## config.mk

```make
export PLATFORM = sky130hd
export DESIGN_NAME = bf16_block_fp_dot_product
export DESIGN_NICKNAME = d
export VERILOG_FILES = /design/src/bfdp_pkg.sv /design/src/bfdp_front.sv /design/src/bfdp_fifo.sv /design/src/bfdp_back.sv /design/src/bf16_block_fp_dot_product.sv
export SDC_FILE = /design/constraint.sdc
export NUM_CORES = 2
export LEC_CHECK = 0
export BUFFER_PORTS_ARGS = -buffer_cell sky130_fd_sc_hd__clkbuf_2
export CAP_MARGIN = 20
export CORE_MARGIN = 4
export CORE_UTILIZATION = 30
export DETAILED_ROUTE_END_ITERATION = 16
export PLACE_DENSITY = 0.5
export RECOVER_POWER = 25
export SYNTH_ARGS = -nofsm -noshare
export SYNTH_HDL_FRONTEND = slang
export SYNTH_SLANG_ARGS = --single-unit
```

## constraint.sdc

```tcl
create_clock -name clk -period 13.2 [get_ports clk]
set_input_delay 1.98 -clock clk [delete_from_list [all_inputs] [get_ports clk]]
set_output_delay 1.98 -clock clk [all_outputs]
set_load 0.05 [all_outputs]
```

## src/bfdp_pkg.sv

```systemverilog
`default_nettype none
package bfdp_pkg;

	localparam int LANES  = 16;
	localparam int LW     = $clog2(LANES);
	localparam int QDEPTH = 4;
	localparam int QW     = $clog2(QDEPTH);

	typedef struct packed {
		logic              sgn;
		logic              inf;
		logic              nan;
		logic signed [9:0] exp;
		logic [15:0]       mag;
		logic              beat_end;
		logic              last;
	} lane_t;

endpackage
`default_nettype wire

```

## src/bfdp_front.sv

```systemverilog
`default_nettype none
module bfdp_front (
	input  wire logic           clk,
	input  wire logic           arst_n,
	input  wire logic [15:0]    weight,
	input  wire logic [15:0]    activation,
	input  wire logic           last,
	input  wire logic           pair_valid,
	output logic                pair_stall,
	input  wire logic           full,
	output logic                push,
	output bfdp_pkg::lane_t     lane
);
	import bfdp_pkg::*;

	logic [LW-1:0] cnt_q;
	logic [7:0] ae, be;
	logic [6:0] af, bf;
	logic anorm, bnorm, asub, bsub, azero, bzero, ainf, binf, anan, bnan;
	logic cn, ci, cz;
	logic [7:0] ma, mb;
	logic signed [9:0] er;
	logic beat_end;

	always_comb begin
		ae = weight[14:7];
		af = weight[6:0];
		be = activation[14:7];
		bf = activation[6:0];
		anorm = (ae != 8'd0) && (ae != 8'd255);
		bnorm = (be != 8'd0) && (be != 8'd255);
		asub = (ae == 8'd0) && (af != 7'd0);
		bsub = (be == 8'd0) && (bf != 7'd0);
		azero = (ae == 8'd0) && (af == 7'd0);
		bzero = (be == 8'd0) && (bf == 7'd0);
		ainf = (ae == 8'd255) && (af == 7'd0);
		binf = (be == 8'd255) && (bf == 7'd0);
		anan = (ae == 8'd255) && (af != 7'd0);
		bnan = (be == 8'd255) && (bf != 7'd0);
		ma = {anorm, af};
		mb = {bnorm, bf};
		er = $signed({2'b00, (asub ? 8'd1 : ae)}) + $signed({2'b00, (bsub ? 8'd1 : be)})
			- 10'sd127;
		cn = anan || bnan || (azero && binf) || (ainf && bzero);
		ci = !cn && (ainf || binf);
		cz = !cn && !ci && (azero || bzero);
		beat_end = (cnt_q == LW'(LANES - 1)) || last;
		lane.sgn = weight[15] ^ activation[15];
		lane.inf = ci;
		lane.nan = cn;
		lane.exp = (cn || ci || cz) ? 10'sd0 : er;
		lane.mag = (cn || ci || cz) ? 16'd0 : (ma * mb);
		lane.beat_end = beat_end;
		lane.last = last;
	end

	assign pair_stall = full;
	assign push = pair_valid && !full;

	always_ff @(posedge clk or negedge arst_n) begin
		if (!arst_n) begin
			cnt_q <= '0;
		end else if (push) begin
			cnt_q <= beat_end ? '0 : cnt_q + 1'b1;
		end
	end

endmodule
`default_nettype wire

```

## src/bfdp_fifo.sv

```systemverilog
`default_nettype none
module bfdp_fifo (
	input  wire logic             clk,
	input  wire logic             arst_n,
	input  wire logic             wr_en,
	input  wire bfdp_pkg::lane_t  wr_data,
	input  wire logic             rd_en,
	output bfdp_pkg::lane_t       rd_data,
	output logic                  full,
	output logic                  empty
);
	import bfdp_pkg::*;

	lane_t mem_q [QDEPTH];
	logic [QW-1:0] wptr_q, rptr_q;
	logic [QW:0] count_q;

	assign full = (count_q == (QW+1)'(QDEPTH));
	assign empty = (count_q == '0);
	assign rd_data = mem_q[rptr_q];

	always_ff @(posedge clk) begin
		if (wr_en) begin
			mem_q[wptr_q] <= wr_data;
		end
	end

	always_ff @(posedge clk or negedge arst_n) begin
		if (!arst_n) begin
			wptr_q <= '0;
			rptr_q <= '0;
			count_q <= '0;
		end else begin
			if (wr_en) begin
				wptr_q <= wptr_q + 1'b1;
			end
			if (rd_en) begin
				rptr_q <= rptr_q + 1'b1;
			end
			count_q <= count_q + (QW+1)'(wr_en) - (QW+1)'(rd_en);
		end
	end

endmodule
`default_nettype wire

```

## src/bfdp_back.sv

```systemverilog
`default_nettype none
module bfdp_back (
	input  wire logic             clk,
	input  wire logic             arst_n,
	input  wire bfdp_pkg::lane_t  q,
	input  wire logic             empty,
	output logic                  pop,
	output logic [15:0]           result,
	output logic                  result_valid,
	input  wire logic             result_stall
);
	import bfdp_pkg::*;

	typedef enum logic [6:0] {
		COLL  = 7'b0000001,
		SUM   = 7'b0000010,
		NORM  = 7'b0000100,
		ALIGN = 7'b0001000,
		ROUND = 7'b0010000,
		UPD   = 7'b0100000,
		OUTW  = 7'b1000000
	} state_t;

	function automatic logic [4:0] msb28(input logic [27:0] v);
		logic [4:0] p;
		p = 5'd0;
		for (int i = 0; i < 28; i++) begin
			if (v[i]) p = 5'(i);
		end
		return p;
	endfunction

	state_t state_q;
	logic [LW-1:0] cnt_q, idx_q;
	logic [LW:0] nl_q;
	logic lane_sgn_q [LANES];
	logic signed [9:0] lane_exp_q [LANES];
	logic [15:0] lane_mag_q [LANES];
	logic signed [9:0] mx_q;
	logic anyn_q, anyp_q, anyneg_q, last_q;
	logic [28:0] sum_q;
	logic nsign_q, nzero_q;
	logic [23:0] nman_q;
	logic signed [9:0] nexp_q;
	logic signed [28:0] ssum_q;
	logic signed [9:0] bexp_q;
	logic ssign_q, szero_q;
	logic [23:0] rman_q;
	logic signed [9:0] rexp_q;
	logic acc_sign_q, acc_inf_q, acc_nan_q, acc_inf_sign_q;
	logic signed [9:0] acc_exp_q;
	logic [23:0] acc_man_q;
	logic [15:0] result_q;
	logic res_valid_q;

	logic first, padded;
	logic signed [9:0] mx_new, mx_fin;
	logic anyn_new, anyp_new, anyneg_new;
	logic signed [10:0] sh;
	logic [23:0] mag;
	logic [28:0] nabs;
	logic [4:0] np;
	logic nallz;
	logic signed [9:0] shamt, nexp;
	logic [51:0] nsh;
	logic b_nan, b_inf, b_inf_s;
	logic pse, nse, fnan, finf, finfs;
	logic pzero, nzeff, psub;
	logic signed [9:0] eeff, bexpv;
	logic signed [11:0] diff, ad;
	logic pbig, aovf;
	logic [4:0] ash;
	logic [23:0] big, sml;
	logic bsn, ssn;
	logic [50:0] sh51;
	logic [26:0] ali, big27;
	logic signed [28:0] sum29, tb, ts;
	logic [28:0] absv;
	logic [27:0] abs28;
	logic szero, ssign;
	logic [4:0] lz;
	logic [54:0] n55;
	logic [26:0] n27;
	logic signed [9:0] rpre, rexp;
	logic rup, rcy;
	logic [24:0] r25;
	logic [23:0] rman;
	logic us, uz;
	logic signed [9:0] ue, sam;
	logic [23:0] um;
	logic upd_sign, upd_inf, upd_nan, upd_inf_sign;
	logic signed [9:0] upd_exp;
	logic [23:0] upd_man;
	logic brup, bcy;
	logic [8:0] bs;
	logic [6:0] bfr;
	logic signed [9:0] be;
	logic bsg;
	logic [15:0] bf16;
	logic out_free;

	always_comb begin
		first = (cnt_q == '0);
		mx_new = (first || (q.exp > mx_q)) ? q.exp : mx_q;
		anyn_new = (!first && anyn_q) || q.nan;
		anyp_new = (!first && anyp_q) || (q.inf && !q.sgn);
		anyneg_new = (!first && anyneg_q) || (q.inf && q.sgn);
		padded = (cnt_q != LW'(LANES - 1));
		mx_fin = (padded && (mx_new < 10'sd0)) ? 10'sd0 : mx_new;

		sh = {mx_q[9], mx_q} - {lane_exp_q[idx_q][9], lane_exp_q[idx_q]};
		mag = (sh > 11'sd23) ? 24'd0 : ({lane_mag_q[idx_q], 8'd0} >> sh[4:0]);

		nabs = sum_q[28] ? (~sum_q + 29'd1) : sum_q;
		nallz = (nabs[27:0] == 28'd0);
		np = nallz ? 5'd0 : msb28(nabs[27:0]);
		shamt = nallz ? 10'sd0 : ($signed({5'd0, np}) - 10'sd23);
		nsh = {nabs, 23'd0} >> np;
		nexp = mx_q + shamt + 10'sd1;

		b_nan = anyn_q || (anyp_q && anyneg_q);
		b_inf = (anyp_q || anyneg_q) && !b_nan;
		b_inf_s = b_nan ? 1'b0 : !anyp_q;
		pse = acc_inf_q ? acc_inf_sign_q : acc_sign_q;
		nse = b_inf ? b_inf_s : nsign_q;
		fnan = acc_nan_q || b_nan || (acc_inf_q && b_inf && (pse != nse));
		finf = (acc_inf_q || b_inf) && !fnan;
		finfs = fnan ? 1'b0 : (acc_inf_q ? pse : nse);
		pzero = (acc_man_q == 24'd0) && !acc_inf_q && !acc_nan_q;
		nzeff = nzero_q && !b_inf && !b_nan;
		psub = (acc_exp_q == 10'sd0) && (acc_man_q != 24'd0) && !acc_inf_q && !acc_nan_q;
		eeff = psub ? 10'sd1 : acc_exp_q;

		diff = {{2{eeff[9]}}, eeff} - {{2{nexp_q[9]}}, nexp_q};
		pbig = !diff[11];
		ad = pbig ? diff : -diff;
		aovf = ad > 12'sd27;
		ash = aovf ? 5'd27 : ad[4:0];
		big = pbig ? acc_man_q : nman_q;
		sml = pbig ? nman_q : acc_man_q;
		bsn = pbig ? acc_sign_q : nsign_q;
		ssn = pbig ? nsign_q : acc_sign_q;
		bexpv = pbig ? eeff : nexp_q;
		sh51 = {sml, 27'd0} >> ash;
		ali = sh51[50:24];
		if ((sh51[23:0] != 24'd0) || (aovf && (sml != 24'd0))) ali[0] = 1'b1;
		big27 = {big, 3'd0};
		tb = $signed({2'b00, big27});
		ts = $signed({2'b00, ali});
		sum29 = (bsn ? -tb : tb) + (ssn ? -ts : ts);

		ssign = ssum_q[28];
		absv = ssign ? 29'(-ssum_q) : 29'(ssum_q);
		abs28 = absv[27:0];
		szero = (abs28 == 28'd0);
		lz = szero ? 5'd0 : msb28(abs28);
		n55 = {abs28, 27'd0} >> ({1'b0, lz} + 6'd1);
		n27 = n55[26:0];
		if (lz == 5'd27) n27[0] = n27[0] | abs28[0];
		rpre = bexp_q + $signed({5'd0, lz}) - 10'sd26;
		rup = n27[2] && (n27[1] || n27[0] || n27[3]);
		r25 = {1'b0, n27[26:3]} + {24'd0, rup};
		rcy = r25[24];
		rman = rcy ? r25[24:1] : r25[23:0];
		rexp = rcy ? (rpre + 10'sd1) : rpre;

		uz = 1'b0;
		if (pzero && nzeff) begin
			us = 1'b0; ue = 10'sd0; um = 24'd0; uz = 1'b1;
		end else if (pzero) begin
			us = nsign_q; ue = nexp_q; um = nman_q;
		end else if (nzeff) begin
			us = acc_sign_q; ue = acc_exp_q; um = acc_man_q;
		end else if (szero_q) begin
			us = 1'b0; ue = 10'sd0; um = 24'd0; uz = 1'b1;
		end else begin
			us = ssign_q; ue = rexp_q; um = rman_q;
		end
		sam = 10'sd1 - ue;

		upd_sign = 1'b0;
		upd_exp = 10'sd0;
		upd_man = 24'd0;
		upd_inf = 1'b0;
		upd_nan = 1'b0;
		upd_inf_sign = 1'b0;
		if (fnan) begin
			upd_nan = 1'b1;
		end else if (finf) begin
			upd_sign = finfs;
			upd_exp = 10'sd255;
			upd_inf = 1'b1;
			upd_inf_sign = finfs;
		end else if (!uz) begin
			if (ue > 10'sd254) begin
				upd_sign = us;
				upd_exp = 10'sd255;
				upd_inf = 1'b1;
				upd_inf_sign = us;
			end else if (ue >= 10'sd1) begin
				upd_sign = us;
				upd_exp = ue;
				upd_man = um;
			end else if (ue >= -10'sd22) begin
				upd_sign = us;
				upd_man = um >> sam[4:0];
			end
		end

		bsg = acc_inf_q ? acc_inf_sign_q : acc_sign_q;
		brup = acc_man_q[15] && (acc_man_q[16] || (acc_man_q[14:0] != 15'd0));
		bs = {1'b0, acc_man_q[23:16]} + {8'd0, brup};
		bcy = acc_man_q[23] ? bs[8] : bs[7];
		bfr = bcy ? 7'd0 : bs[6:0];
		be = acc_exp_q + $signed({9'd0, bcy});
		if (acc_nan_q) bf16 = 16'h7FC0;
		else if (acc_inf_q) bf16 = {bsg, 8'hFF, 7'd0};
		else if (acc_man_q == 24'd0) bf16 = {bsg, 15'd0};
		else if (be > 10'sd254) bf16 = {bsg, 8'hFF, 7'd0};
		else bf16 = {bsg, be[7:0], bfr};

		out_free = !res_valid_q || !result_stall;
		pop = (state_q == COLL) && !empty;
	end

	assign result = result_q;
	assign result_valid = res_valid_q;

	always_ff @(posedge clk) begin
		if (pop) begin
			lane_sgn_q[cnt_q] <= q.sgn;
			lane_exp_q[cnt_q] <= q.exp;
			lane_mag_q[cnt_q] <= q.mag;
		end
	end

	always_ff @(posedge clk or negedge arst_n) begin
		if (!arst_n) begin
			state_q <= COLL;
			cnt_q <= '0;
			idx_q <= '0;
			nl_q <= '0;
			mx_q <= '0;
			anyn_q <= 1'b0;
			anyp_q <= 1'b0;
			anyneg_q <= 1'b0;
			last_q <= 1'b0;
			sum_q <= '0;
			nsign_q <= 1'b0;
			nzero_q <= 1'b0;
			nman_q <= '0;
			nexp_q <= '0;
			ssum_q <= '0;
			bexp_q <= '0;
			ssign_q <= 1'b0;
			szero_q <= 1'b0;
			rman_q <= '0;
			rexp_q <= '0;
			acc_sign_q <= 1'b0;
			acc_inf_q <= 1'b0;
			acc_nan_q <= 1'b0;
			acc_inf_sign_q <= 1'b0;
			acc_exp_q <= '0;
			acc_man_q <= '0;
			result_q <= '0;
			res_valid_q <= 1'b0;
		end else begin
			if (res_valid_q && !result_stall && (state_q != OUTW)) begin
				res_valid_q <= 1'b0;
			end
			case (state_q)
				COLL: begin
					if (pop) begin
						anyn_q <= anyn_new;
						anyp_q <= anyp_new;
						anyneg_q <= anyneg_new;
						if (q.beat_end) begin
							mx_q <= mx_fin;
							nl_q <= {1'b0, cnt_q} + 1'b1;
							last_q <= q.last;
							cnt_q <= '0;
							idx_q <= '0;
							sum_q <= '0;
							state_q <= SUM;
						end else begin
							mx_q <= mx_new;
							cnt_q <= cnt_q + 1'b1;
						end
					end
				end
				SUM: begin
					sum_q <= lane_sgn_q[idx_q] ? (sum_q - {5'd0, mag}) : (sum_q + {5'd0, mag});
					idx_q <= idx_q + 1'b1;
					if ({1'b0, idx_q} == nl_q - 1'b1) begin
						state_q <= NORM;
					end
				end
				NORM: begin
					nsign_q <= sum_q[28];
					nman_q <= nsh[23:0];
					nexp_q <= nexp;
					nzero_q <= (nabs == 29'd0);
					state_q <= ALIGN;
				end
				ALIGN: begin
					ssum_q <= sum29;
					bexp_q <= bexpv;
					state_q <= ROUND;
				end
				ROUND: begin
					ssign_q <= ssign;
					szero_q <= szero;
					rman_q <= rman;
					rexp_q <= rexp;
					state_q <= UPD;
				end
				UPD: begin
					acc_sign_q <= upd_sign;
					acc_exp_q <= upd_exp;
					acc_man_q <= upd_man;
					acc_inf_q <= upd_inf;
					acc_nan_q <= upd_nan;
					acc_inf_sign_q <= upd_inf_sign;
					state_q <= last_q ? OUTW : COLL;
				end
				OUTW: begin
					if (out_free) begin
						result_q <= bf16;
						res_valid_q <= 1'b1;
						acc_sign_q <= 1'b0;
						acc_exp_q <= 10'sd0;
						acc_man_q <= 24'd0;
						acc_inf_q <= 1'b0;
						acc_nan_q <= 1'b0;
						acc_inf_sign_q <= 1'b0;
						state_q <= COLL;
					end
				end
				default: begin
					state_q <= COLL;
				end
			endcase
		end
	end

endmodule
`default_nettype wire

```

## src/bf16_block_fp_dot_product.sv

```systemverilog
// bf16 dot product with block floating point accumulation.
// Request channel: weight, activation and last, taken when pair_valid is
// high and pair_stall low. Each request carries one bf16 pair; last closes
// the vector. Result channel: result (bf16) with result_valid and
// result_stall, one result per vector.
// The front forms the exact lane product as each request arrives and pushes
// it into a four entry queue, so requests enter one per cycle while the
// queue has room. The back drains the queue a beat of up to 16 lanes at a
// time: it collects the lanes, passes them one by one through the shared
// align and add unit, then normalizes, aligns, rounds and folds the beat
// into the accumulator in the NORM, ALIGN, ROUND and UPD states. After the
// last beat of a vector is folded, the back moves to OUTW and registers the
// result there once the output register is free.
// A stalled result holds in the output register; the back waits before
// writing the next result, and the queue then fills and raises pair_stall.
// Reset clears the accumulator, lane count, queue and output valid.
`default_nettype none
module bf16_block_fp_dot_product (
	input  wire logic        clk,
	input  wire logic        arst_n,
	input  wire logic [15:0] weight,
	input  wire logic [15:0] activation,
	input  wire logic        last,
	input  wire logic        pair_valid,
	output logic             pair_stall,
	output logic [15:0]      result,
	output logic             result_valid,
	input  wire logic        result_stall
);
	import bfdp_pkg::*;

	lane_t lane_in, lane_out;
	logic push, pop, full, empty;

	bfdp_front u_front (
		.clk(clk),
		.arst_n(arst_n),
		.weight(weight),
		.activation(activation),
		.last(last),
		.pair_valid(pair_valid),
		.pair_stall(pair_stall),
		.full(full),
		.push(push),
		.lane(lane_in)
	);

	bfdp_fifo u_fifo (
		.clk(clk),
		.arst_n(arst_n),
		.wr_en(push),
		.wr_data(lane_in),
		.rd_en(pop),
		.rd_data(lane_out),
		.full(full),
		.empty(empty)
	);

	bfdp_back u_back (
		.clk(clk),
		.arst_n(arst_n),
		.q(lane_out),
		.empty(empty),
		.pop(pop),
		.result(result),
		.result_valid(result_valid),
		.result_stall(result_stall)
	);

endmodule
`default_nettype wire

```

# == After elaboration in Yosys (flattened, before gate mapping) ==
# Memories as Yosys holds them, arrays and structs flattened.
# Cells that the tools add are included.
# op_classes
n_addsub,32
mul,1
n_lt_le_gt_ge,8
eq_ne,22
shifts,5
muxes,164
bitwise_logic,3
n_reduce_logical,104
# ops
operator,n
24-bit 2-to-1 mux,15
5-bit 2-to-1 mux,41
10-bit 2-to-1 mux,18
29-bit 2-to-1 mux,6
24-bit nonzero test,3
27-bit negator with 29-bit output,2
29-bit case mux with 2 select lines,1
28-bit zero test,2
55-bit by 6-bit >> shifter with 27-bit output,1
52-bit by 5-bit >> shifter with 24-bit output,1
51-bit by 5-bit >> shifter with 51-bit output,1
7-bit case mux with 7 select lines,1
4-bit 2-to-1 mux,12
24-bit case mux with 2 select lines,1
24-bit by 5-bit >> shifter with 24-bit output,2
15-bit 2-to-1 mux,3
1-bit 2-to-1 mux,42
7-bit 2-to-1 mux,6
1-bit logical AND,41
16-bit 2-to-1 mux,2
29-bit by 1-bit adder with 29-bit output (second input constant),1
29-bit by 24-bit adder with 29-bit output,1
29-bit adder,1
29-bit zero test,1
other kinds (74),134
# word_totals
ff_bits,240
ram_bits,556
input_bits,37
out_inout_bits,18
wordCells,375
n_memories,4
# memory_table
name,depth,word_bits,rd,rd_clocked_by_memory_dff,wr,line,rtl
u_back.lane_mag_q,16,16,1,0,1,bfdp_back.sv:38,logic [15:0] lane_mag_q [LANES];
u_back.lane_exp_q,16,10,1,0,1,bfdp_back.sv:37,logic signed [9:0] lane_exp_q [LANES];
u_fifo.mem_q,4,31,1,0,1,bfdp_fifo.sv:14,lane_t mem_q [QDEPTH];
u_back.lane_sgn_q,16,1,1,0,1,bfdp_back.sv:36,logic lane_sgn_q [LANES];

# == Logic depth before layout (Yosys ltp) ==
# depth
depth_word,39
mapped_depth,47
depth_no_buf,42

# == Cells and area by module ==
# Synthesis repeated with hierarchy kept, for this count alone.
# unflattened
cells_unflattened,5111
area_unflattened_um2,53468.8
# modules_own_cells
module,n_inst,cells_each,area_per_inst_um2,seq_area_each_um2
bfdp_back,1,4525,45478.6,18704.2
bfdp_fifo,1,196,4904.7,3898.7
bfdp_front,1,390,3085.5,100.1

# == Worst setup path after synthesis ==
# OpenSTA, ideal clock, no wires.
# synth_path
kind,reg2reg
start,register u_back.idx_q[0]
end,register u_back.sum_q[28]
setup_ns,0.083
arrival_ns,10.812
t_required_ns,13.117
slack_ns,2.305
stages_incl_launch_ff,39
path_cell_list,dfrtp_1 > clkbuf_1 > buf_1 > clkbuf_1 > clkbuf_1 > clkbuf_1 > buf_1 > mux4_2 > mux4_2 > inv_1 > ha_1 > a21o_1 > a21oi_1 > o21bai_1 > a21oi_1 > o21ai_0 > xnor2_1 > a2111oi_0 > [3 not listed] > ha_1 > mux2i_1 > fa_1 > a21o_1 > a21oi_1 > o21bai_1 > a2111oi_0 > o31ai_1 > o211ai_1 > nand3_1 > a311o_1 > a21o_1 > a21o_1 > a41oi_1 > a211o_1 > xor2_1 > a21oi_1 > o22ai_1
# synth_via
elab_chain_len,7
# synth_lines
element,line,rtl
start: declaration,bfdp_back.sv:34,"logic [LW-1:0] cnt_q, idx_q;"
start signal: assignment,bfdp_back.sv:293,idx_q <= idx_q + 1'b1;
memory read 16 x 10 bit,n/a,
10-bit by 10-bit subtractor with 11-bit output,bfdp_back.sv:111,"sh = {mx_q[9], mx_q} - {lane_exp_q[idx_q][9], lane_exp_q[idx_q]};"
11-bit by 6-bit > comparator with 1-bit output / 24-bit by 5-bit >> shifter with 24-bit output (equally long branches),bfdp_back.sv:112,"mag = (sh > 11'sd23) ? 24'd0 : ({lane_mag_q[idx_q], 8'd0} >> sh[4:0]);"
24-bit 2-to-1 mux,bfdp_back.sv:112,
29-bit by 24-bit adder with 29-bit output / 29-bit by 24-bit subtractor with 29-bit output (equally long branches),bfdp_back.sv:292,"sum_q <= lane_sgn_q[idx_q] ? (sum_q - {5'd0, mag}) : (sum_q + {5'd0, mag});"
29-bit 2-to-1 mux (*),bfdp_back.sv:292,
29-bit case mux with 2 select lines (*),bfdp_back.sv:271,case (state_q)
end signal: assignment,bfdp_back.sv:292,
end: declaration,bfdp_back.sv:41,logic [28:0] sum_q;
# Mark *: on every way between the ends. The rest lies on a longest branch, timed or not.
# A chain may end at the register's enable or synchronous reset.

# == Final worst setup path ==
# layout_path
start,register u_back.acc_man_q[1]
end,register u_back.ssum_q[28]
# layout_via
elab_chain_len,17
# layout_lines
element,line,rtl
start: declaration,bfdp_back.sv:52,logic [23:0] acc_man_q;
start signal: assignment,bfdp_back.sv:320,acc_man_q <= upd_man;
24-bit nonzero test,bfdp_back.sv:131,psub = (acc_exp_q == 10'sd0) && (acc_man_q != 24'd0) && !acc_inf_q && !acc_nan_q;
1-bit logical AND (3 in a row),bfdp_back.sv:131,
10-bit 2-to-1 mux,bfdp_back.sv:132,eeff = psub ? 10'sd1 : acc_exp_q;
10-bit by 10-bit subtractor with 11-bit output,bfdp_back.sv:134,"diff = {{2{eeff[9]}}, eeff} - {{2{nexp_q[9]}}, nexp_q};"
12-bit negator,bfdp_back.sv:136,ad = pbig ? diff : -diff;
12-bit 2-to-1 mux,bfdp_back.sv:136,
12-bit by 6-bit > comparator with 1-bit output,bfdp_back.sv:137,aovf = ad > 12'sd27;
5-bit 2-to-1 mux,bfdp_back.sv:138,ash = aovf ? 5'd27 : ad[4:0];
51-bit by 5-bit >> shifter with 51-bit output,bfdp_back.sv:144,"sh51 = {sml, 27'd0} >> ash;"
24-bit nonzero test,bfdp_back.sv:146,if ((sh51[23:0] != 24'd0) || (aovf && (sml != 24'd0))) ali[0] = 1'b1;
1-bit logical OR,bfdp_back.sv:146,
1-bit 2-to-1 mux,bfdp_back.sv:146,
27-bit negator with 29-bit output,bfdp_back.sv:150,sum29 = (bsn ? -tb : tb) + (ssn ? -ts : ts);
29-bit 2-to-1 mux,bfdp_back.sv:150,
29-bit adder (*),bfdp_back.sv:150,
end signal: assignment,bfdp_back.sv:306,ssum_q <= sum29;
end: declaration,bfdp_back.sv:45,logic signed [28:0] ssum_q;
# Marked as above.

==> out/metrics.cfg <==
[routing]
wl_per_cell_um=22.59
drtPass1Iterations=8
ant_nets=0
wl_um=165900
drc_errors=0
num_vias=40591
drt_iter0_markers=3507
via_per_inst=5.529

[final_layout]
area_delta_synth_final_pct=10.69
nets=5193
utilization=0.3336
multi_input_area_um2=28510
seqCellArea_um2=22720
drive_gt1_frac=0.1274
fill_cells=17862

[cts]
cts_max_level=3
clkSinkCount=796
clockBufferDepth=3
ctsHoldBuffers=0
cts_setup_buffers=0
clk_pin_slew_worst_paths_ns=0.06
cts_tree=yes
clockRootBuffer=clkbuf_16
numCtsBuffers=86
clock_latency_ns=0.73
cts_resized=0

[global_route]
grt_util_met2=0.2962
grt_pass1_vias=39653
grt_max_degree=86
use_met1=0.2373
grt_use_total=0.1749
grt_pass1_wl_um=252800
met3_usage=0.02076
antenna_found_initial=2
overflow=0
top_usage_layer=met2

[placement]
gp_congestion=0.8963
port_buffers=54
hpwl_um=118500

[setup_path]
required_ns=13.70
reg2reg_to=u_back.ssum_q[28]
cp_slowest_cell=a211oi_2
crit_arrival_ns=12.63
path_class=reg -> reg
r2r_setup_slack_ns=1.07
r2r_start=u_back.acc_man_q[1]
r2r_cells=42
cp_max_fo=14
startpoint_type=flop
critPathMaxStageDelay_ns=0.86
critPathCaptureType=flop

[synth]
synth_area_leaders=edfxtp_1 31%, dfrtp_1 11%, mux4_2 8.4%
postSynthCellCount=5014
synthMuxAreaShare=0.1352
synth_cell_type_count=111
synth_top_family_by_area=compound AO/OA/AOI/OAI gates
synthAdderAreaFrac=0.05927
async_reset_ff_frac=0.3015
ys_ff_latch=796
syn_nets=5276
synth_area_per_cell_um2=10.59
synth_seq_area_share=0.4278
synth_edf_count=556
synth_compound_area_frac=0.1548
synthFlopType=edfxtp_1
synth-simple-area-share=0.1377
synth_top_area_share=0.3146
synth-xor-area-share=0.04675
synth_top_area_cell=edfxtp_1
synth_warnings=0
netlist_area_um2=53070

[floorplan]
die_area_um2=183700
start_util=0.3014
coreArea_um2=176100
fp.dieW_um=428.6
num_rows=154
num_io_pins=55
die_h_um=428.6

[timing]
tightest_slew_ns=4.101
drv_slew=218
period_needed_ns=12.13
final.period_utilization=0.9187
finalSetupTns_ns=0
max_freq_mhz=82.46
rsz0062_at_grt=no
clock_skew_ns=0.07914
setup-violations-final=0
hold_violations=0
max_slew_margin=-1.734

[flow_run]
max_cap_violations=4

[min_path]
hp-class=reg -> reg
hold_end=u_back.result[9]
min_from=u_back.result[9]
min_path_cells=1

[run_status]
violations=capacitance limit, slew limit
status=complete, but fails checks

[cell usage after synthesis (47+ instances only)]
| cell type | n |
|---|---|
| nor2_1 | 394 |
| o21ai_0 | 263 |
| dfrtp_1 | 239 |
| a21oi_1 | 254 |
| nand2_1 | 460 |
| nor3_1 | 120 |
| ha_1 | 181 |
| nand3_1 | 102 |
| clkbuf_1 | 249 |
| mux2i_1 | 218 |
| xor2_1 | 126 |
| xnor2_1 | 152 |
| buf_1 | 47 |
| edfxtp_1 | 556 |
| inv_1 | 193 |
| and2_1 | 64 |
| mux4_2 | 198 |
| nor3b_1 | 52 |
| a211oi_1 | 57 |
| a31oi_1 | 68 |
| o31ai_1 | 59 |
[metal layers]
layer / wire length [um] / vias to the layer above
li1: - / 18783
met2: 81020 / 1148
met1: 73270 / 20452
met3: 7435 / 208
met4: 4131 / 0
met5: 0 / -
[state kept, by name, indices dropped and copies added, names as in the netlist, 5 cells and up]
name	flops
u_back.lane_mag_q	256
u_back.lane_exp_q	160
u_fifo.mem_q	124
u_back.ssum_q	29
u_back.sum_q	29
u_back.acc_man_q	24
u_back.nman_q	24
u_back.rman_q	24
u_back.lane_sgn_q	16
u_back.result	16
u_back.acc_exp_q	10
u_back.bexp_q	10
u_back.mx_q	10
u_back.nexp_q	10
u_back.rexp_q	10
u_back.state_q	7
u_back.nl_q	5
[cells by family after synthesis]
kind of cell               count (synthesis)
and+or+nand+nor                         1510
AOI/OAI and AO/OA                       1212
DFF                                      796
buffers and inverters                    528
muxes                                    463
xor gates and xnor gates                 280
adders and majority gates                225
[how the worst max path moves through the flow]
stage / start / end / depth (start not counted) / slack, ns
after floorplan: u_back.idx_q[0] / u_back.sum_q[28] / 38 / 2.31
after global placement: u_back.acc_man_q[1] / u_back.ssum_q[27] / 43 / 0.72
after detailed placement: u_back.acc_man_q[1] / u_back.ssum_q[27] / 43 / 0.61
after CTS: u_back.acc_man_q[1] / u_back.ssum_q[27] / 43 / 0.58
after global routing: u_back.acc_man_q[1] / u_back.ssum_q[28] / 42 / 0.26
final: u_back.acc_man_q[1] / u_back.ssum_q[28] / 42 / 1.07
[area by class of cell]
| cell class | instances | share of cell area |
|---|---|---|
| well taps | 2340 | 0.04984 |
| flip-flops and latches | 796 | 0.3867 |
| diodes | 1 | 0.00004260 |
| multi-input cells | 3690 | 0.4853 |
| clock inverters | 46 | 0.008221 |
| repair buffers | 154 | 0.01759 |
| inverters | 203 | 0.01310 |
| clock buffers | 112 | 0.03915 |
[stage by stage]
step	instances	worst slack (ns)	hold WS, ns	area (um^2)
2_1_floorplan	5014	2.305	0.4306	53070
5_1_grt	7341	0.2551	0.4962	58750
3_5_place_dp	7178	0.6054	0.4678	55930
4_1_cts	7336	0.5780	0.4783	58710
3_3_place_gp	7177	0.7211	0.4600	55910
6_report	7342	1.073	0.4772	58750
[critical path, delay by kind of cell (launching register included)]
family                   cells  cell delay (ns)
AO/OA/AOI/OAI               26             6.76
AND/OR/NAND/NOR              6             1.91
adder cells (fa/ha/maj)      4             1.38
buffers and inverters        4             0.87
XOR/XNOR                     2             0.54
flip-flops                   1             0.48
[layout by cell type (no fill, tap or decap), types with 26 or more instances in the layout]
cell / count
a211oi_1: 56
a21o_1: 42
a21oi_1: 251
a22o_1: 33
a22oi_1: 29
a31oi_1: 68
and2_1: 60
and3_1: 34
buf_4: 91
clkbuf_1: 27
clkbuf_16: 86
clkbuf_2: 52
dfrtp_1: 232
edfxtp_1: 556
fa_1: 44
ha_1: 181
inv_1: 192
mux2_2: 45
mux2i_1: 218
mux4_2: 198
nand2_1: 460
nand2b_1: 36
nand3_1: 102
nand4_1: 36
nor2_1: 381
nor2b_1: 35
nor3_1: 116
nor3b_1: 51
nor4_1: 34
o211ai_1: 38
o21ai_0: 259
o21bai_1: 26
o22a_1: 26
o22ai_1: 39
o31ai_1: 58
or3_1: 38
xnor2_1: 151
xor2_1: 126
Power is not shown: default switching activity piles up to over one toggle a cycle in this logic, so the estimate is an artifact.
